### config.mk
export PLATFORM = sky130hd
export DESIGN_NAME = quoted_word_tokenizer_unit
export DESIGN_NICKNAME = d
export VERILOG_FILES = /design/src/sv/qwt_pkg.sv /design/src/sv/qwt_front.sv /design/src/sv/qwt_queue.sv /design/src/sv/qwt_back.sv /design/src/sv/quoted_word_tokenizer_unit.sv
export SDC_FILE = /design/constraint.sdc
export NUM_CORES = 1
export LEC_CHECK = 0
export BUFFER_PORTS_ARGS = -buffer_cell sky130_fd_sc_hd__buf_4
export CAP_MARGIN = 5
export CORE_MARGIN = 5
export CORE_UTILIZATION = 52
export CTS_CLUSTER_DIAMETER = 60
export DETAILED_ROUTE_END_ITERATION = 6
export GPL_TIMING_DRIVEN = 1
export MAX_ROUTING_LAYER = met4
export PLACE_DENSITY = 0.76
export SLEW_MARGIN = 20
export SYNTH_ARGS = -nofsm -noshare
export SYNTH_HDL_FRONTEND = slang
export SYNTH_SLANG_ARGS = --single-unit
### constraint.sdc
create_clock -name clk -period 3.8 [get_ports clk]
set_input_delay 0.57 -clock clk [delete_from_list [all_inputs] [get_ports clk]]
set_output_delay 0.57 -clock clk [all_outputs]
set_load 0.005 [all_outputs]
### src/sv/qwt_pkg.sv
// ----------------------------------------------------------------------------
// qwt_pkg - shared types and constants of the quoted word tokenizer
// Result word layout, queue entry layout and result kind codes.
// ----------------------------------------------------------------------------
`default_nettype none

package qwt_pkg;

  localparam logic [1:0] KIND_BYTE    = 2'd0;
  localparam logic [1:0] KIND_END     = 2'd1;
  localparam logic [1:0] KIND_SUMMARY = 2'd2;

  // queue between the scanner and the output side
  localparam int QUEUE_DEPTH = 4;
  localparam int QUEUE_AW    = $clog2(QUEUE_DEPTH);

  typedef struct packed {
    logic [1:0] kind;
    logic [7:0] char_out;
    logic [6:0] word_number;
    logic [7:0] word_count;
    logic       limit_hit;
    logic       was_quoted;
  } result_t;

  // one queue entry holds the one or two result words that a scanned byte leaves
  typedef struct packed {
    logic    two;
    result_t first;
    result_t second;
  } entry_t;

  typedef struct packed {
    logic   push;
    entry_t entry;
  } push_t;

endpackage

`default_nettype wire

### src/sv/qwt_front.sv
// ----------------------------------------------------------------------------
// qwt_front - byte scanner
// Classifies each accepted byte, tracks word and escape state, and builds
// the queue entry holding the result words that the byte causes.
// ----------------------------------------------------------------------------
`default_nettype none

module qwt_front import qwt_pkg::*; #(
  parameter int MAX_WORDS = 128
) (
  input  wire logic       clk,
  input  wire logic       rst_n,
  input  wire logic       fire,
  input  wire logic [7:0] char_in,
  input  wire logic       line_end,
  input  wire logic [7:0] word_limit,
  output push_t           push
);

  localparam logic [1:0] SCAN_OUT    = 2'd0;
  localparam logic [1:0] SCAN_PLAIN  = 2'd1;
  localparam logic [1:0] SCAN_QUOTED = 2'd2;

  localparam logic [1:0] ESC_NONE  = 2'd0;
  localparam logic [1:0] ESC_BSL   = 2'd1;
  localparam logic [1:0] ESC_CARET = 2'd2;

  localparam logic [7:0] MaxWords = 8'(MAX_WORDS);

  localparam logic [7:0] CH_DQUOTE = 8'h22;
  localparam logic [7:0] CH_SQUOTE = 8'h27;
  localparam logic [7:0] CH_BSL    = 8'h5c;
  localparam logic [7:0] CH_CARET  = 8'h5e;
  localparam logic [7:0] CH_QMARK  = 8'h3f;
  localparam logic [7:0] CH_DEL    = 8'h7f;

  logic [1:0] scan_r, scan_nxt;
  logic [1:0] esc_r, esc_nxt;
  logic       single_r, single_nxt;
  logic [7:0] seen_r, seen_nxt;
  logic       stopped_r, stopped_nxt;

  logic [7:0] lim;
  logic [6:0] cur;
  logic       blank;
  logic       emit;
  entry_t     ent;

  function automatic result_t mk_res(logic [1:0] k, logic [7:0] c, logic [6:0] wn,
                                     logic [7:0] cnt, logic hit, logic q);
    result_t r;
    r.kind        = k;
    r.char_out    = c;
    r.word_number = wn;
    r.word_count  = cnt;
    r.limit_hit   = hit;
    r.was_quoted  = q;
    return r;
  endfunction

  function automatic logic [7:0] bsl_map(logic [7:0] c);
    logic [7:0] v;
    case (c)
      8'h6e:   v = 8'd10; // n
      8'h74:   v = 8'd9;  // t
      8'h72:   v = 8'd13; // r
      8'h66:   v = 8'd12; // f
      8'h62:   v = 8'd8;  // b
      default: v = c;
    endcase
    return v;
  endfunction

  function automatic logic [7:0] caret_map(logic [7:0] c);
    logic [7:0] v;
    if (c == CH_QMARK) begin
      v = CH_DEL;
    end else if (c[7:5] == 3'b010) begin
      v = {3'b000, c[4:0]};
    end else begin
      v = c;
    end
    return v;
  endfunction

  assign lim   = (word_limit > MaxWords) ? MaxWords : word_limit;
  assign cur   = 7'(seen_r - 8'd1);
  assign blank = (char_in == 8'd32) || ((char_in >= 8'd9) && (char_in <= 8'd13));

  always_comb begin
    scan_nxt    = scan_r;
    esc_nxt     = esc_r;
    single_nxt  = single_r;
    seen_nxt    = seen_r;
    stopped_nxt = stopped_r;
    emit        = 1'b0;
    ent         = '0;
    if (line_end) begin
      emit = 1'b1;
      if (scan_r != SCAN_OUT) begin
        ent.two    = 1'b1;
        ent.first  = mk_res(KIND_END, 8'd0, cur, 8'd0, 1'b0, scan_r == SCAN_QUOTED);
        ent.second = mk_res(KIND_SUMMARY, 8'd0, 7'd0, seen_r, stopped_r, 1'b0);
      end else begin
        ent.first  = mk_res(KIND_SUMMARY, 8'd0, 7'd0, seen_r, stopped_r, 1'b0);
      end
      scan_nxt    = SCAN_OUT;
      esc_nxt     = ESC_NONE;
      single_nxt  = 1'b0;
      seen_nxt    = 8'd0;
      stopped_nxt = 1'b0;
    end else if (!stopped_r) begin
      unique case (scan_r)
        SCAN_PLAIN: begin
          emit = 1'b1;
          if (blank) begin
            ent.first = mk_res(KIND_END, 8'd0, cur, 8'd0, 1'b0, 1'b0);
            scan_nxt  = SCAN_OUT;
          end else begin
            ent.first = mk_res(KIND_BYTE, char_in, cur, 8'd0, 1'b0, 1'b0);
          end
        end
        SCAN_QUOTED: begin
          if (esc_r == ESC_BSL) begin
            emit      = 1'b1;
            esc_nxt   = ESC_NONE;
            ent.first = mk_res(KIND_BYTE, bsl_map(char_in), cur, 8'd0, 1'b0, 1'b1);
          end else if (esc_r == ESC_CARET) begin
            emit      = 1'b1;
            esc_nxt   = ESC_NONE;
            ent.first = mk_res(KIND_BYTE, caret_map(char_in), cur, 8'd0, 1'b0, 1'b1);
          end else if (char_in == (single_r ? CH_SQUOTE : CH_DQUOTE)) begin
            emit      = 1'b1;
            scan_nxt  = SCAN_OUT;
            esc_nxt   = ESC_NONE;
            ent.first = mk_res(KIND_END, 8'd0, cur, 8'd0, 1'b0, 1'b1);
          end else if (char_in == CH_BSL) begin
            esc_nxt = ESC_BSL;
          end else if (char_in == CH_CARET) begin
            esc_nxt = ESC_CARET;
          end else begin
            emit      = 1'b1;
            esc_nxt   = ESC_NONE;
            ent.first = mk_res(KIND_BYTE, char_in, cur, 8'd0, 1'b0, 1'b1);
          end
        end
        default: begin
          if (!blank) begin
            if (seen_r >= lim) begin
              stopped_nxt = 1'b1;
            end else begin
              seen_nxt = seen_r + 8'd1;
              if ((char_in == CH_DQUOTE) || (char_in == CH_SQUOTE)) begin
                scan_nxt   = SCAN_QUOTED;
                esc_nxt    = ESC_NONE;
                single_nxt = (char_in == CH_SQUOTE);
              end else begin
                scan_nxt  = SCAN_PLAIN;
                emit      = 1'b1;
                ent.first = mk_res(KIND_BYTE, char_in, 7'(seen_r), 8'd0, 1'b0, 1'b0);
              end
            end
          end
        end
      endcase
    end
  end

  assign push = {fire && emit, ent};

  always_ff @(posedge clk) begin
    if (!rst_n) begin
      scan_r    <= SCAN_OUT;
      esc_r     <= ESC_NONE;
      single_r  <= 1'b0;
      seen_r    <= 8'd0;
      stopped_r <= 1'b0;
    end else if (fire) begin
      scan_r    <= scan_nxt;
      esc_r     <= esc_nxt;
      single_r  <= single_nxt;
      seen_r    <= seen_nxt;
      stopped_r <= stopped_nxt;
    end
  end

endmodule

`default_nettype wire

### src/sv/qwt_queue.sv
// ----------------------------------------------------------------------------
// qwt_queue - short entry queue
// Holds scanned entries so the scanner and the output side stall apart.
// ----------------------------------------------------------------------------
`default_nettype none

module qwt_queue import qwt_pkg::*; (
  input  wire logic  clk,
  input  wire logic  rst_n,
  input  wire push_t push,
  input  wire logic  pop,
  output logic       full,
  output logic       empty,
  output entry_t     head
);

  entry_t                 slot_r [QUEUE_DEPTH];
  logic [QUEUE_AW-1:0]    wr_r, rd_r;
  logic [QUEUE_AW:0]      cnt_r;

  assign full  = (cnt_r == (QUEUE_AW+1)'(QUEUE_DEPTH));
  assign empty = (cnt_r == '0);
  assign head  = slot_r[rd_r];

  always_ff @(posedge clk) begin
    if (push.push) begin
      slot_r[wr_r] <= push.entry;
    end
  end

  always_ff @(posedge clk) begin
    if (!rst_n) begin
      wr_r  <= '0;
      rd_r  <= '0;
      cnt_r <= '0;
    end else begin
      if (push.push) begin
        wr_r <= wr_r + 1'b1;
      end
      if (pop) begin
        rd_r <= rd_r + 1'b1;
      end
      case ({push.push, pop})
        2'b10:   cnt_r <= cnt_r + 1'b1;
        2'b01:   cnt_r <= cnt_r - 1'b1;
        default: cnt_r <= cnt_r;
      endcase
    end
  end

endmodule

`default_nettype wire

### src/sv/qwt_back.sv
// ----------------------------------------------------------------------------
// qwt_back - result sender
// Sends the head's one or two result words, one per cycle unless stalled.
// ----------------------------------------------------------------------------
`default_nettype none

module qwt_back import qwt_pkg::*; (
  input  wire logic   clk,
  input  wire logic   rst_n,
  input  wire logic   empty,
  input  wire entry_t head,
  input  wire logic   out_stall,
  output logic        out_valid,
  output result_t     res,
  output logic        last,
  output logic        pop
);

  logic sub_r, sub_nxt;
  logic fire;

  assign out_valid = !empty;
  assign fire      = out_valid && !out_stall;
  assign res       = sub_r ? head.second : head.first;
  assign last      = sub_r || !head.two;
  assign pop       = fire && last;

  always_comb begin
    sub_nxt = sub_r;
    if (fire) begin
      sub_nxt = !last;
    end
  end

  always_ff @(posedge clk) begin
    if (!rst_n) begin
      sub_r <= 1'b0;
    end else begin
      sub_r <= sub_nxt;
    end
  end

endmodule

`default_nettype wire

### src/sv/quoted_word_tokenizer_unit.sv
// ----------------------------------------------------------------------------
// quoted_word_tokenizer_unit - quoted word tokenizer top level
// Splits a byte line into words, expands escapes in quoted words, and
// reports the word count at the end of each line.
// ----------------------------------------------------------------------------
// Usage:
//   Input channel (in_valid / in_stall): one line byte per word, or a
//   line end mark with in_line_end high. A word is taken at a rising edge
//   with in_valid high and in_stall low.
//   Result channel (out_valid / out_stall): word bytes, end-of-word marks
//   and a line summary; out_last_of_run flags the final result of a byte.
//   Configuration: APB-style port, word_limit at byte address 0.
// Timing:
//   The scanner takes one byte per cycle while in_stall is low; each
//   result goes into the queue when its byte is taken. Most bytes give at
//   most one result; a line end inside a word gives two, sent one after
//   the other, so the rate is set by the single-result-per-cycle output
//   port. A four-entry queue sits between scanner and sender: in_stall
//   rises only when it is full, so a stalled receiver holds the queue and
//   the scanner keeps taking bytes until the queue fills.
// Reset: synchronous, active low; clears line state and queue, and sets
// word_limit to 128.
// ----------------------------------------------------------------------------
`default_nettype none

module quoted_word_tokenizer_unit import qwt_pkg::*; #(
  parameter int MAX_WORDS = 128
) (
  input  wire logic        clk,
  input  wire logic        rst_n,
  // input channel
  input  wire logic        in_valid,
  output logic             in_stall,
  input  wire logic [7:0]  in_char_in,
  input  wire logic        in_line_end,
  // result channel
  output logic             out_valid,
  input  wire logic        out_stall,
  output logic [1:0]       out_kind,
  output logic [7:0]       out_char_out,
  output logic [6:0]       out_word_number,
  output logic [7:0]       out_word_count,
  output logic             out_limit_hit,
  output logic             out_was_quoted,
  output logic             out_last_of_run,
  // configuration port
  input  wire logic        psel,
  input  wire logic        penable,
  input  wire logic        pwrite,
  input  wire logic [2:0]  paddr,
  input  wire logic [31:0] pwdata,
  output logic [31:0]      prdata,
  output logic             pready
);

  logic [7:0] limit_r;
  logic       cfg_wr;
  logic       in_fire;
  logic       q_full;
  logic       q_empty;
  logic       q_pop;
  push_t      q_push;
  entry_t     q_head;
  result_t    res;

  // Register file: only word_limit, at the lower word address.
  assign pready = 1'b1;
  assign cfg_wr = psel && penable && pwrite && pready && (paddr[2] == 1'b0);
  assign prdata = (paddr[2] == 1'b0) ? {24'd0, limit_r} : 32'd0;

  always_ff @(posedge clk) begin
    if (!rst_n) begin
      limit_r <= 8'd128;
    end else if (cfg_wr) begin
      limit_r <= pwdata[7:0];
    end
  end

  // Hold off the sender only when the queue has no room.
  assign in_stall = q_full;
  assign in_fire  = in_valid && !in_stall;

  qwt_front #(
    .MAX_WORDS (MAX_WORDS)
  ) u_front (
    .clk        (clk),
    .rst_n      (rst_n),
    .fire       (in_fire),
    .char_in    (in_char_in),
    .line_end   (in_line_end),
    .word_limit (limit_r),
    .push       (q_push)
  );

  qwt_queue u_queue (
    .clk   (clk),
    .rst_n (rst_n),
    .push  (q_push),
    .pop   (q_pop),
    .full  (q_full),
    .empty (q_empty),
    .head  (q_head)
  );

  qwt_back u_back (
    .clk       (clk),
    .rst_n     (rst_n),
    .empty     (q_empty),
    .head      (q_head),
    .out_stall (out_stall),
    .out_valid (out_valid),
    .res       (res),
    .last      (out_last_of_run),
    .pop       (q_pop)
  );

  assign out_kind        = res.kind;
  assign out_char_out    = res.char_out;
  assign out_word_number = res.word_number;
  assign out_word_count  = res.word_count;
  assign out_limit_hit   = res.limit_hit;
  assign out_was_quoted  = res.was_quoted;

endmodule

`default_nettype wire
After elaboration in Yosys (flattened, before gate mapping) --
Memories as Yosys holds them, arrays and structs flattened. A register that Yosys moved wholly into a read port is not among the register bits. Cells that the tools add are included.
Storage, ports and cells: register bits after elaboration 30, bits in writable memories 220, input port bits 51, output and inout bits 63, logic and storage cells 158, memories kept 1
Cells by class: add/sub/neg operators 6, order comparisons 4, equality and inequality tests 33, muxes and demuxes 77, bitwise operators 1, reduce and logical (&&, ||, !) cells 26
Memory list:
- u_queue.slot_r | words 4, bits a word 55, rd ports 1, clocked after Yosys merged registers in 1, wr ports 1, RTL line qwt_queue.sv:17 | entry_t slot_r [QUEUE_DEPTH];
Operator list (count):
- $mux W27 | 12
- $mux W8 | 9
- $eq A8 B7 Y1 const B | 7
- $pmux W27 S2 | 1
- $mux W25 | 2
- $mux W2 | 21
- $pmux W8 S5 | 1
- $eq A8 B6 Y1 const B | 4
- $mux W26 | 1
- $mux W1 | 25
- $ne A3 B3 Y1 const B | 4
- $reduce_and A6 Y1 | 2
- $add A8 B1 Y8 const B | 1
- $eq A8 B8 Y1 | 1
- $ge A8 B4 Y1 const B | 1
- $ge A8 B8 Y1 | 1
- $gt A8 B8 Y1 const B | 1
- $le A8 B4 Y1 const B | 1
- $logic_and A1 B1 Y1 | 8
- $ne A2 B2 Y1 const B | 4
- $pmux W2 S2 | 2
- $reduce_and A8 Y1 | 1
- $sub A7 B1 Y7 const B | 1
- $eq A2 B1 Y1 const B | 3
- 21 further kinds | 33

Longest topological paths before layout --
Gate-level depths: netlist (run 1).
depth in word-level cells 12, depth in mapped cells 15, depth with buffers taken out 15

Modules after synthesis --
From an unflattened synthesis (run 1), not the netlist that was laid out.
Unflattened totals: cells, all modules 739, area, all modules 11511.0 um^2
By module, submodules not included:
- qwt_queue | instances 1, cells each 333, area an instance 8455.6 um^2, sequential area each 6786.5 um^2
- qwt_front | instances 1, cells each 298, area an instance 2065.7 um^2, sequential area each 280.3 um^2
- quoted_word_tokenizer_unit | instances 1, cells each 71, area an instance 601.8 um^2, sequential area each 160.2 um^2
- qwt_back | instances 1, cells each 37, area an instance 387.9 um^2, sequential area each 20.0 um^2

Least setup slack after synthesis (run 1) --
Ideal clock, no wire load.
path type flip-flop to flip-flop, start register u_front.seen_r[0], end memory u_queue.slot_r[0][1] (netlist name) (enable), setup time 398 ps, arrival time 3137 ps, required time 3402 ps, setup slack 265 ps, cell stages (with the launch flop) 9, path buffers 0, period minus slack after synthesis 3535 ps, cells stage by stage dfxtp_1 > inv_1 > ha_1 > nand2b_1 > a2111o_1 > a21oi_2 > a311oi_1 > nor3_1 > and2_1
On the way: cells in the longest elaborated chain, start to end 9
RTL lines:
- from (decl) | RTL line qwt_front.sv:40 | logic [7:0] seen_r, seen_nxt;
- from (signal assigned) | RTL line qwt_front.sv:182 | seen_r <= seen_nxt;
- $ge A8 B8 Y1 | RTL line qwt_front.sv:149 | if (seen_r >= lim) begin
- $mux W1 | RTL line qwt_front.sv:149
- $mux W1 | RTL line qwt_front.sv:148 | if (!blank) begin
- $pmux W1 S2 | RTL line qwt_front.sv:113 | unique case (scan_r)
- $mux W1 | RTL line qwt_front.sv:112 | end else if (!stopped_r) begin
- $mux W1 | RTL line qwt_front.sv:98 | if (line_end) begin
- $logic_and A1 B1 Y1 | RTL line qwt_front.sv:169 | assign push = {fire && emit, ent};
- $mux W1 | RTL line qwt_queue.sv:26 | if (push.push) begin
- $mux W1 (implied by the code) | RTL line qwt_queue.sv:27 | slot_r[wr_r] <= push.entry;
- to (decl) | RTL line qwt_queue.sv:17
Every way passes these cells.

Worst setup path after layout (run 1) --
start register u_front.seen_r[0], end register u_queue.cnt_r[2]
On the way: cells in the longest elaborated chain, start to end 9, elaborated cells on any way between the ends 11, those cells by class 1 x order compare; 2 x eq/ne; 6 x mux; 2 x reduce/logical
RTL lines:
- $ge A8 B8 Y1 * | RTL line qwt_front.sv:149
- $mux W1 * | RTL line qwt_front.sv:149
- $mux W1 * | RTL line qwt_front.sv:148
- $pmux W1 S2 * | RTL line qwt_front.sv:113
- $mux W1 * | RTL line qwt_front.sv:112
- $mux W1 * | RTL line qwt_front.sv:98
- $logic_and A1 B1 Y1 * | RTL line qwt_front.sv:169
- $eq A2 B1 Y1 / $eq A2 B2 Y1 (equally long branches) | RTL line qwt_queue.sv:43 | case ({push.push, pop})
- $pmux W3 S2 / $reduce_bool A2 Y1 (equally long branches)
- to (signal assigned) | RTL line qwt_queue.sv:44 | 2'b10: cnt_r <= cnt_r + 1'b1;
- to (signal assigned) | RTL line qwt_queue.sv:45 | 2'b01: cnt_r <= cnt_r - 1'b1;
- to (signal assigned) | RTL line qwt_queue.sv:46 | default: cnt_r <= cnt_r;
- to (decl) | RTL line qwt_queue.sv:19 | logic [QUEUE_AW:0] cnt_r;
Every way passes the cells marked *; elsewhere a longest branch is shown, timed or not. A chain may end at the register's enable or synchronous reset.

==> qor.tcl, run 1 <==
set qor(run_status) {finished clean}
set qor(place_hpwl_um) 11400
set qor(hold-path-cell-count) 3
set qor(total_routing_usage_reported_by_global_routing) 0.194
set qor(core_area_um2) 16000
set qor(total_leakage_power_nw) 3.46
set qor(layout-area-overhead-vs-synth_pct) 13.9
set qor(post_drt_via_cell_ratio) 5.76
set qor(globalRoute.busiestLayer) {met2}
set qor(rr_startpoint) {u_front.seen_r[0]$_SDFFE_PN0P_}
set qor(synth_area_um2) 8530
set qor(grt.met1_usage) 0.238
set qor(rrSetupSlack_ps) 450
set qor(die_wd_um) 138
set qor(maxSlewHeadroom) 0.413
set qor(critPathLaunchType) {register}
set qor(synth_warnings) 0
set qor(die_height_um) 138
set qor(finalCritPeriodShare) 0.882
set qor(hp-start) {pwdata[7]}
set qor(n_antenna_cell) 0
set qor(max_freq_mhz) 298
set qor(synth_register_bits) 180
set qor(maxSlewViolCount) 0
set qor(finClkSkew_ps) 12.3
set qor(timing.final.setup_violations) 0
set qor(maxCapViolCount) 0
set qor(synth-edff-count) 148
set qor(layout-drive-gt1-share) 0.225
set qor(initial_core_util) 0.533
set qor(detail_route.first_pass.iterations) 5
set qor(cts_tree) {yes}
set qor(worstPathRequired_ps) 4130
set qor(grt.met3_usage) 0.0414
set qor(hold_path.class) {in2reg}
set qor(number_of_distinct_library_cells_after_synthesis) 68
set qor(timing.rr.end) {u_queue.cnt_r[2]$_SDFFE_PN0P_}
set qor(cts_resized) 0
set qor(grt_residual_overflow) 0
set qor(part_of_the_yosys_area_used_for_sequential_elements) 0.596
set qor(avgRoutedWirePerCell_um) 18.9
set qor(worst_setup_path_end_kind) {register}
set qor(critPathMaxFanout) 6
set qor(num_vias) 5342
set qor(drcViolationCount) 0
set qor(min_period_ps) 3350
set qor(rows) 46
set qor(fin_nets) 769
set qor(synth_cells) 637
set qor(grt_max_degree) 38
set qor(antenna_violating_nets_post_route) 0
set qor(place.port_buffers) 62
set qor(grt_setup_unrepaired) {no}
set qor(cts.hold.buffers_added) 0
set qor(cellPowerDensity_nw_per_um2) 534
set qor(final_core_utilization) 0.608
set qor(worst_ep_arrival_time_ps) 3680
set qor(critical_path_startpoint) {u_front.seen_r[0]$_SDFFE_PN0P_}
set qor(cts_max_level) 4
set qor(finalHoldViolCount) 0
set qor(synthFlopType) {sky130_fd_sc_hd__edfxtp_1}
set qor(syn_avg_cell_area_um2) 13.4
set qor(clk_path_buf_depth) 2
set qor(grt_antenna_before_repair) 0
set qor(hold-path-endpoint) {limit_r[7]$_SDFFE_PN1P_}
set qor(grt_pass1_vias) 5400
set qor(final.setup.tns_ps) 0
set qor(cts_made_buffers) 17
set qor(crit_type) {reg2reg}
set qor(async_flop_share) 0
set qor(dieArea_um2) 19100
set qor(met2_usage) 0.318
set qor(detail_route.iter0.violations) 375
set qor(cts.reportedPaths.clkPinSlew_ps) 70
set qor(worst_skew_pair.late_latency_ps) 430
set qor(max_vdd_drop_mv) 0.352
set qor(place.gp.congestion) 0.899
set qor(grt_first_pass_wirelength_um) 28600
set qor(post-cts-setup-buffer-count) 0
set qor(io-pin-count) 114
set qor(clk_root_buffer_cell) {sky130_fd_sc_hd__clkbuf_16}
set qor(number_of_clock_sinks) 180
set qor(timing_worst_slew_pin_value_ps) 869
set qor(ff2ff_path_depth) 14
set qor(wirelength_um) 17600
cells in the final DEF (no fill, tap or decap), types with 3 or more instances in the layout:
master                      count
sky130_fd_sc_hd__xor2_1         5
sky130_fd_sc_hd__and3_1        13
sky130_fd_sc_hd__o21a_1         3
sky130_fd_sc_hd__nand4_1        6
sky130_fd_sc_hd__xnor2_1        3
sky130_fd_sc_hd__mux2_2        10
sky130_fd_sc_hd__clkbuf_16     18
sky130_fd_sc_hd__buf_4         71
sky130_fd_sc_hd__mux4_2        37
sky130_fd_sc_hd__nor3_1        12
sky130_fd_sc_hd__buf_12         4
sky130_fd_sc_hd__ha_1          18
sky130_fd_sc_hd__dfxtp_1       31
sky130_fd_sc_hd__or3_1          7
sky130_fd_sc_hd__nand2_1       52
sky130_fd_sc_hd__o22ai_1        3
sky130_fd_sc_hd__o21ai_0       13
sky130_fd_sc_hd__nand2b_1       7
sky130_fd_sc_hd__nor2b_1       30
sky130_fd_sc_hd__inv_1         20
sky130_fd_sc_hd__clkbuf_1       6
sky130_fd_sc_hd__nor3b_1        3
sky130_fd_sc_hd__a21oi_1       35
sky130_fd_sc_hd__clkinv_2       3
sky130_fd_sc_hd__clkbuf_8       4
sky130_fd_sc_hd__edfxtp_1     148
sky130_fd_sc_hd__nor2_1        34
sky130_fd_sc_hd__conb_1        25
sky130_fd_sc_hd__and2_1        18
sky130_fd_sc_hd__mux2i_1        5
sky130_fd_sc_hd__nand3_1       12
sky130_fd_sc_hd__a31oi_1        7
routing by layer:
layer | vias up | share of wire
li1 | 2479 | -
met1 | 2636 | 0.41
met2 | 195 | 0.51
met3 | 32 | 0.058
met4 | 0 | 0.022
met5 | - | 0
kinds of logic after synthesis:
| kind of cell | synth area share |
|---|---|
| mux | 0.117 |
| flops | 0.596 |
| xor+xnor | 0.00821 |
| fa+ha+maj | 0.0287 |
| buf+inv | 0.0485 |
| compound gates | 0.0692 |
| other cells | 0.000880 |
| simple gates | 0.132 |
where the power goes:
part	switching, W	internal (W)
Clock	0.000678	0.000943
Sequential	0.0000573	0.00232
Combinational	0.000577	0.000618
synthesized netlist by cell type, types with 4 or more instances:
cell | instances | area share
sky130_fd_sc_hd__mux2i_1 | 5 | 0.0059
sky130_fd_sc_hd__nand2_1 | 52 | 0.023
sky130_fd_sc_hd__mux4_2 | 37 | 0.098
sky130_fd_sc_hd__ha_1 | 18 | 0.026
sky130_fd_sc_hd__inv_1 | 20 | 0.0088
sky130_fd_sc_hd__edfxtp_1 | 148 | 0.52
sky130_fd_sc_hd__a31oi_1 | 7 | 0.0051
sky130_fd_sc_hd__mux2_2 | 10 | 0.013
sky130_fd_sc_hd__nor3_1 | 12 | 0.0070
sky130_fd_sc_hd__and2_1 | 18 | 0.013
sky130_fd_sc_hd__nand2b_1 | 7 | 0.0051
sky130_fd_sc_hd__or3_1 | 7 | 0.0051
sky130_fd_sc_hd__buf_1 | 4 | 0.0018
sky130_fd_sc_hd__nand4_1 | 6 | 0.0044
sky130_fd_sc_hd__o21ai_0 | 13 | 0.0076
sky130_fd_sc_hd__a21oi_1 | 35 | 0.021
sky130_fd_sc_hd__dfxtp_1 | 32 | 0.075
sky130_fd_sc_hd__clkbuf_1 | 20 | 0.0088
sky130_fd_sc_hd__nor2b_1 | 30 | 0.022
sky130_fd_sc_hd__buf_4 | 25 | 0.022
sky130_fd_sc_hd__nor2_1 | 34 | 0.015
sky130_fd_sc_hd__xor2_1 | 5 | 0.0051
sky130_fd_sc_hd__nand3_1 | 12 | 0.0070
sky130_fd_sc_hd__and3_1 | 13 | 0.0095
worst max-delay path, stage by stage, from the launching register on:
cell	delay (ps)
sky130_fd_sc_hd__dfxtp_1	420
sky130_fd_sc_hd__inv_1	180
sky130_fd_sc_hd__ha_1	300
sky130_fd_sc_hd__nand2b_1	140
sky130_fd_sc_hd__a2111o_1	450
sky130_fd_sc_hd__a21oi_2	160
sky130_fd_sc_hd__a311oi_1	110
sky130_fd_sc_hd__nor3_1	370
sky130_fd_sc_hd__inv_1	90
sky130_fd_sc_hd__ha_1	220
sky130_fd_sc_hd__inv_1	90
sky130_fd_sc_hd__fa_1	190
sky130_fd_sc_hd__xor2_1	80
sky130_fd_sc_hd__or3_1	320
sky130_fd_sc_hd__a21oi_1	140
stage by stage:
step | setup WS (ps) | hold WS [ps] | power [W] | cell area, µm² | instances
global placement | 489 | 458 | 0.00360 | 9170 | 896
floorplan | 265 | 440 | 0.00317 | 8620 | 660
global route | 242 | 387 | 0.00543 | 9720 | 928
CTS | 433 | 372 | 0.00523 | 9720 | 928
detailed placement | 377 | 469 | 0.00363 | 9170 | 896
finish | 450 | 388 | 0.00519 | 9720 | 928
flip-flops by register name, indices dropped and copies added (netlist names), named ones only:
signal             flops
u_front.scan_r         2
u_back.sub_r           1
limit_r                8
u_front.stopped_r      1
u_queue.wr_r           2
u_front.esc_r          2
u_queue.rd_r           2
u_queue.slot_r       148
u_queue.cnt_r          3
u_front.seen_r         8
u_front.single_r       1
worst max-delay path by stage:
| stage | endpoint | slack (ps) | cells after the start |
|---|---|---|---|
| floorplan | u_queue.slot_r[0][1]$_DFFE_PP_ | 260 | 8 |
| global placement | u_queue.cnt_r[2]$_SDFFE_PN0P_ | 490 | 13 |
| detailed placement | u_queue.cnt_r[2]$_SDFFE_PN0P_ | 380 | 13 |
| CTS | u_queue.cnt_r[2]$_SDFFE_PN0P_ | 430 | 14 |
| global route | u_queue.cnt_r[2]$_SDFFE_PN0P_ | 240 | 14 |
| finish | u_queue.cnt_r[2]$_SDFFE_PN0P_ | 450 | 14 |
cell type report:
type | instances | area [µm²]
fill | 1259 | 6280
sequential | 180 | 5090
multi-input combinational | 403 | 3120
timing repair buffer | 75 | 613
clock buffer | 28 | 528
tap | 216 | 270
inverter | 22 | 82.6
clock inverter | 4 | 22.5
Note: power is estimated with default switching activity, not from simulation.
==> run 2, diff against run 1 <==
CORE_MARGIN = 2   (was 5)
==> qor.tcl, run 2 (synthesis gave the netlist of run 1 again) <==
set qor(largest_register_ff_count) 148 ;# unchanged
set qor(crit_type) {reg2reg}
set qor(place_hpwl_um) 12000 ;# +5.3%
set qor(detail_route.wirelength.met1_um) 7490 ;# +3.7%
set qor(final.setup.tns_ps) 0 ;# unchanged
set qor(met3_length_um) 894 ;# -12%
set qor(die_height_um) 132 ;# -4.3%
set qor(final_core_utilization) 0.610 ;# +0.00282
set qor(cts_max_level) 4 ;# unchanged
set qor(crit_slowest_cell) {sky130_fd_sc_hd__dfxtp_1}
set qor(io-pin-count) 114 ;# unchanged
set qor(initial_core_util) 0.535 ;# +0.00192
set qor(critPathLaunchType) {register}
set qor(maxCapViolCount) 0 ;# unchanged
set qor(timing_worst_slew_pin_value_ps) 896 ;# +26.7 ps
set qor(number_of_clock_sinks) 180 ;# unchanged
set qor(post_drt_via_cell_ratio) 5.85 ;# +1.6%
set qor(clk_root_buffer_cell) {sky130_fd_sc_hd__clkbuf_16}
set qor(core_area_um2) 15900 ;# -0.36%
set qor(num_vias) 5440 ;# +1.8%
set qor(min_period_ps) 3340 ;# -11.2 ps
set qor(avgRoutedWirePerCell_um) 19.7 ;# +4.1%
set qor(grt_antenna_before_repair) 0 ;# unchanged
set qor(max_vdd_drop_mv) 0.352 ;# -0.17%
set qor(dieArea_um2) 17400 ;# -8.5%
set qor(most-common-layout-cells) {148 x sky130_fd_sc_hd__edfxtp_1, 74 x sky130_fd_sc_hd__buf_4, 52 x sky130_fd_sc_hd__nand2_1, 37 x sky130_fd_sc_hd__mux4_2, 35 x sky130_fd_sc_hd__a21oi_1}
set qor(worst_ep_arrival_time_ps) 3680 ;# about the same
set qor(grt_setup_unrepaired) {no}
set qor(total_leakage_power_nw) 3.48 ;# +0.35%
set qor(maxSlewViolCount) 0 ;# unchanged
set qor(worst_setup_path_end_kind) {register}
set qor(timing.final.setup_violations) 0 ;# unchanged
set qor(run_status) {finished clean}
set qor(finClkSkew_ps) 11.8 ;# -0.454 ps
set qor(grt_max_degree) 38 ;# unchanged
set qor(largest_registers) {u_queue.slot_r x148, limit_r x8, u_front.seen_r x8}
set qor(wirelength_um) 18300 ;# +4.3%
set qor(antenna_violating_nets_post_route) 0 ;# unchanged
set qor(rows) 46 ;# unchanged
set qor(cts.hold.buffers_added) 0 ;# unchanged
set qor(final.setup.worst_slack_ps) 461 ;# +11.2 ps
set qor(maxSlewHeadroom) 0.395 ;# -0.0180
set qor(layout-drive-gt1-share) 0.232 ;# +0.00777
set qor(cts_made_buffers) 17 ;# unchanged
set qor(critPathMostFrequentCell) {sky130_fd_sc_hd__inv_1}
set qor(place.gp.congestion) 0.927 ;# +3.1%
set qor(cts.reportedPaths.clkPinSlew_ps) 70 ;# about the same
set qor(grt_first_pass_wirelength_um) 28600 ;# -0.12%
set qor(met2WireLength_um) 9630 ;# +7.7%
set qor(post-cts-setup-buffer-count) 0 ;# unchanged
set qor(max_flop_register) {u_queue.slot_r}
set qor(grt_pass1_vias) 5465 ;# +1.2%
set qor(max_freq_mhz) 299 ;# +0.34%
set qor(detail_route.first_pass.iterations) 5 ;# unchanged
set qor(hold_path.class) {in2reg}
set qor(grt_residual_overflow) 0 ;# unchanged
set qor(critical_path.top_delay_family) {compound AO/OA/AOI/OAI gates}
set qor(highest-signal-layer) {met4}
set qor(dp_slack_ps) 343 ;# -33.6 ps
set qor(n_antenna_cell) 0 ;# unchanged
set qor(clk_path_buf_depth) 2 ;# unchanged
set qor(critPathMaxStageDelay_ps) 430 ;# -20 ps
set qor(place.port_buffers) 62 ;# unchanged
set qor(cts_resized) 0 ;# unchanged
set qor(worst_skew_pair.late_latency_ps) 430 ;# about the same
set qor(cts_tree) {yes}
set qor(cellPowerDensity_nw_per_um2) 541 ;# +1.3%
set qor(total_routing_usage_reported_by_global_routing) 0.219 ;# +0.0248
set qor(worstPathRequired_ps) 4140 ;# about the same
set qor(layout-area-overhead-vs-synth_pct) 14.1
set qor(critPathMaxFanout) 6 ;# unchanged
set qor(detail_route.iter0.violations) 507 ;# +35%
set qor(drcViolationCount) 0 ;# unchanged
set qor(cp.buffers_inverters) 3 ;# unchanged
set qor(cp_cell_sequence) {inv_1 -> ha_1 -> nand2b_1 -> a2111o_1 -> a21oi_2 -> a311oi_1 -> nor3_1 -> inv_1 -> ha_1 -> inv_1 -> fa_1 -> xor2_1 -> or3_1 -> a21oi_1}
set qor(finalHoldViolCount) 0 ;# unchanged
set qor(die_wd_um) 132 ;# -4.3%
set qor(finalCritPeriodShare) 0.879 ;# -0.00296
set qor(filler_cell_count) 1229 ;# -2.4%
set qor(fin_nets) 771 ;# +0.26%
set qor(most_common_cell_after_layout_fill_and_taps_aside) {sky130_fd_sc_hd__edfxtp_1}
==> run 2: worst paths after layout <==
| check | to | cells past startpoint | start | slack, ps |
|---|---|---|---|---|
| setup / recovery | u_queue.cnt_r[2]$_SDFFE_PN0P_ | 14 | u_front.seen_r[0]$_SDFFE_PN0P_ | 460 |
| hold / removal | limit_r[7]$_SDFFE_PN1P_ | 3 | pwdata[7] | 390 |
| setup reg to reg | u_queue.cnt_r[2]$_SDFFE_PN0P_ | 14 | u_front.seen_r[0]$_SDFFE_PN0P_ | 460 |
| hold reg to reg | limit_r[4]$_SDFFE_PN0P_ | 2 | limit_r[4]$_SDFFE_PN0P_ | 500 |
==> run 2: worst reg2reg max path, cell delays in order, from the launching register on <==
cell                       delay (ps)
sky130_fd_sc_hd__dfxtp_1          430
sky130_fd_sc_hd__inv_1            180
sky130_fd_sc_hd__ha_1             300
sky130_fd_sc_hd__nand2b_1         140
sky130_fd_sc_hd__a2111o_1         430
sky130_fd_sc_hd__a21oi_2          170
sky130_fd_sc_hd__a311oi_1         120
sky130_fd_sc_hd__nor3_1           370
sky130_fd_sc_hd__inv_1             90
sky130_fd_sc_hd__ha_1             220
sky130_fd_sc_hd__inv_1             90
sky130_fd_sc_hd__fa_1             190
sky130_fd_sc_hd__xor2_1            70
sky130_fd_sc_hd__or3_1            300
sky130_fd_sc_hd__a21oi_1          150
==> run 2: routing by layer <==
layer | GRT usage | vias up
li1 | - | 2492
met1 | 0.266 | 2747
met2 | 0.373 | 172
met3 | 0.0334 | 29
met4 | 0.0773 | 0
met5 | - | -
==> run 2: cell type report <==
type / instances / area (µm²) / share of cell area
Clock buffer: 18 / 429 / 0.0441
Inverter: 22 / 82.6 / 0.00849
Sequential cell: 180 / 5090 / 0.523
Multi-Input combinational cell: 403 / 3120 / 0.320
Tap cell: 216 / 270 / 0.0278
Timing Repair Buffer: 77 / 616 / 0.0633
Clock inverter: 14 / 129 / 0.0132
==> run 2: stage by stage <==
step           power [W]  hold WS (ps)  instance area [µm²]  cells
2_1_floorplan    0.00317           440                 8620    660
3_3_place_gp     0.00361           475                 9170    898
3_5_place_dp     0.00366           483                 9170    898
4_1_cts          0.00530           382                 9730    930
5_1_grt          0.00548           397                 9730    930
6_report         0.00526           392                 9730    930
==> run 2: where the power goes <==
group          leakage, nW  internal, W  switching (W)
Sequential            1.68      0.00232      0.0000605
Combinational         1.52     0.000629       0.000594
Clock                0.274     0.000910       0.000752
Total                 3.48      0.00386        0.00141
==> run 3, diff against run 2 <==
CORE_MARGIN = 3   (was 2)
==> qor.tcl, run 3 (synthesis gave the netlist of run 1 again) <==
set qor(number_of_clock_sinks) 180 ;# unchanged
set qor(cts.hold.buffers_added) 0 ;# unchanged
set qor(dpl_cell_area_um2) 9170 ;# unchanged
set qor(io-pin-count) 114 ;# unchanged
set qor(grt_setup_unrepaired) {no}
set qor(timing_worst_slew_pin_value_ps) 689 ;# -207 ps
set qor(cts_max_level) 4 ;# unchanged
set qor(grt_antenna_before_repair) 0 ;# unchanged
set qor(total_leakage_power_nw) 3.50 ;# +0.81%
set qor(num_vias) 5400 ;# -0.74%
set qor(final_core_utilization) 0.613 ;# +0.00267
set qor(final.setup.tns_ps) 0 ;# unchanged
set qor(cp_cell_sequence) {clkinv_1 -> ha_1 -> nand2_1 -> o21ai_0 -> a21oi_2 -> a311oi_1 -> nor3_1 -> buf_4 -> inv_1 -> ha_1 -> inv_1 -> fa_1 -> xor2_1 -> or3_1 -> a21oi_1}
set qor(cp.buffers_inverters) 4 ;# +1
set qor(crit_slowest_cell) {sky130_fd_sc_hd__fa_1}
set qor(largest_register_ff_count) 148 ;# unchanged
set qor(grt_residual_overflow) 0 ;# unchanged
set qor(met2_usage) 0.343 ;# -0.0296
set qor(maxCapViolCount) 0 ;# unchanged
set qor(place.gp.congestion) 0.886 ;# -4.4%
set qor(cellPowerDensity_nw_per_um2) 544 ;# +0.60%
set qor(clk_root_buffer_cell) {sky130_fd_sc_hd__clkbuf_16}
set qor(layout-drive-gt1-share) 0.234 ;# +0.00140
set qor(timing.final.setup_violations) 0 ;# unchanged
set qor(non_filler_cell_area_final_um2) 9770 ;# +0.44%
set qor(maxSlewHeadroom) 0.535 ;# +0.140
set qor(detail_route.iter0.violations) 390 ;# -23%
set qor(n_antenna_cell) 0 ;# unchanged
set qor(maxSlewViolCount) 0 ;# unchanged
set qor(die_height_um) 134 ;# +1.5%
set qor(post_drt_via_cell_ratio) 5.81 ;# -0.74%
set qor(detail_route.first_pass.iterations) 5 ;# unchanged
set qor(worst_setup_path_end_kind) {register}
set qor(grt.met3_usage) 0.0416 ;# +0.00819
set qor(min_period_ps) 3470 ;# +134 ps
set qor(post_layout_nonfiller_instances) 930 ;# unchanged
set qor(total_routing_usage_reported_by_global_routing) 0.211 ;# -0.00788
set qor(wirelength_um) 17700 ;# -3.4%
set qor(critPathMaxFanout) 9 ;# +3
set qor(antenna_violating_nets_post_route) 0 ;# unchanged
set qor(cts.reportedPaths.clkPinSlew_ps) 70 ;# about the same
set qor(worst_skew_pair.late_latency_ps) 420 ;# about the same
set qor(timing.hold.ws_ps) 391 ;# -0.880 ps
set qor(crit_type) {reg2reg}
set qor(hold_path.class) {in2reg}
set qor(max_freq_mhz) 288 ;# -3.9%
set qor(post-cts-setup-buffer-count) 0 ;# unchanged
set qor(place.port_buffers) 62 ;# unchanged
set qor(grt_max_degree) 38 ;# unchanged
set qor(max_vdd_drop_mv) 0.265 ;# -25%
set qor(grt_pass1_vias) 5648 ;# +3.3%
set qor(core_area_um2) 15900 ;# unchanged
set qor(place.detailed.instances) 898 ;# unchanged
set qor(critical_path.top_delay_family) {adder cells}
set qor(worstPathRequired_ps) 4130 ;# about the same
set qor(cts_tree) {yes}
set qor(cts_resized) 0 ;# unchanged
set qor(grt_first_pass_wirelength_um) 28600 ;# about the same
set qor(globalRoute.busiestLayer) {met2}
set qor(initial_core_util) 0.535 ;# unchanged
set qor(run_status) {finished clean}
set qor(drcViolationCount) 0 ;# unchanged
set qor(largest_registers) {u_queue.slot_r x148, limit_r x8, u_front.seen_r x8}
set qor(die_wd_um) 134 ;# +1.5%
set qor(layout-area-overhead-vs-synth_pct) 14.6
set qor(dieArea_um2) 18000 ;# +3.1%
set qor(rows) 46 ;# unchanged
set qor(most_common_cell_after_layout_fill_and_taps_aside) {sky130_fd_sc_hd__edfxtp_1}
set qor(avgRoutedWirePerCell_um) 19.0 ;# -3.4%
set qor(fin_nets) 771 ;# unchanged
set qor(finClkSkew_ps) 13.5 ;# +1.62 ps
set qor(finalHoldViolCount) 0 ;# unchanged
set qor(worst_ep_arrival_time_ps) 3800 ;# +120 ps
set qor(place_hpwl_um) 11700 ;# -2.3%
set qor(finalCritPeriodShare) 0.914 ;# +0.0354
set qor(critPathMaxStageDelay_ps) 450 ;# +20 ps
set qor(critPathLaunchType) {register}
set qor(grt.met1_usage) 0.261 ;# -0.00506
set qor(clk_path_buf_depth) 2 ;# unchanged
set qor(max_flop_register) {u_queue.slot_r}
set qor(most-common-layout-cells) {148 x sky130_fd_sc_hd__edfxtp_1, 74 x sky130_fd_sc_hd__buf_4, 52 x sky130_fd_sc_hd__nand2_1, 37 x sky130_fd_sc_hd__mux4_2, 35 x sky130_fd_sc_hd__a21oi_1}
set qor(cts_made_buffers) 17 ;# unchanged
-- run 3: cell types whose count changed in the layout (fill, tap and decap cells not counted) --
cell	before	now
sky130_fd_sc_hd__clkbuf_1	1	0
sky130_fd_sc_hd__clkbuf_16	17	19
sky130_fd_sc_hd__clkbuf_8	0	1
sky130_fd_sc_hd__clkinv_2	3	2
sky130_fd_sc_hd__clkinv_4	4	2
sky130_fd_sc_hd__clkinvlp_4	1	0
sky130_fd_sc_hd__inv_4	0	2
-- run 3: path summary, 6_finish.rpt --
check / from / to / slack (ps) / depth (start not counted)
setup / recovery: limit_r[7]$_SDFFE_PN1P_ / u_queue.cnt_r[2]$_SDFFE_PN0P_ / 330 / 15
hold reg to reg: limit_r[3]$_SDFFE_PN0P_ / limit_r[3]$_SDFFE_PN0P_ / 490 / 2
hold / removal: pwdata[0] / limit_r[0]$_SDFFE_PN0P_ / 390 / 3
setup reg to reg: limit_r[7]$_SDFFE_PN1P_ / u_queue.cnt_r[2]$_SDFFE_PN0P_ / 330 / 15
-- run 3: metal layers --
metal | wire length [µm] | share of wire | vias up
met3 | 1090 | 0.062 | 30
met2 | 9050 | 0.51 | 236
met1 | 7190 | 0.41 | 2655
met5 | 0 | 0 | -
met4 | 361 | 0.020 | 0
li1 | - | - | 2479
-- run 3: per-stage QoR --
stage | worst slack [ps] | total power (W)
after global routing | 7.84 | 0.00556
after global placement | 407 | 0.00360
final | 327 | 0.00532
after CTS | 317 | 0.00537
after floorplan | 265 | 0.00317
after detailed placement | 293 | 0.00364
-- run 3: worst register-to-register path, cell delays in order (launching register included) --
cell	delay, ps
sky130_fd_sc_hd__dfxtp_1	340
sky130_fd_sc_hd__clkinv_1	220
sky130_fd_sc_hd__ha_1	400
sky130_fd_sc_hd__nand2_1	60
sky130_fd_sc_hd__o21ai_0	340
sky130_fd_sc_hd__a21oi_2	70
sky130_fd_sc_hd__a311oi_1	290
sky130_fd_sc_hd__nor3_1	70
sky130_fd_sc_hd__buf_4	170
sky130_fd_sc_hd__inv_1	70
sky130_fd_sc_hd__ha_1	190
sky130_fd_sc_hd__inv_1	80
sky130_fd_sc_hd__fa_1	450
sky130_fd_sc_hd__xor2_1	170
sky130_fd_sc_hd__or3_1	320
sky130_fd_sc_hd__a21oi_1	150
-- run 3: cell type report --
| class | count | area (µm²) |
|---|---|---|
| flip-flops and latches | 180 | 5090 |
| clock buffers | 20 | 489 |
| multi-input cells | 403 | 3120 |
| repair buffers | 77 | 616 |
| well taps | 216 | 270 |
| clock inverters | 12 | 111 |
| fillers | 1179 | 6170 |
| inverters | 22 | 82.6 |
-- run 3: report_power, final --
group | internal [W] | total, W | switching, W
logic | 0.000618 | 0.00120 | 0.000584
registers | 0.00232 | 0.00238 | 0.0000594
clock network | 0.00101 | 0.00174 | 0.000731
total | 0.00394 | 0.00532 | 0.00138
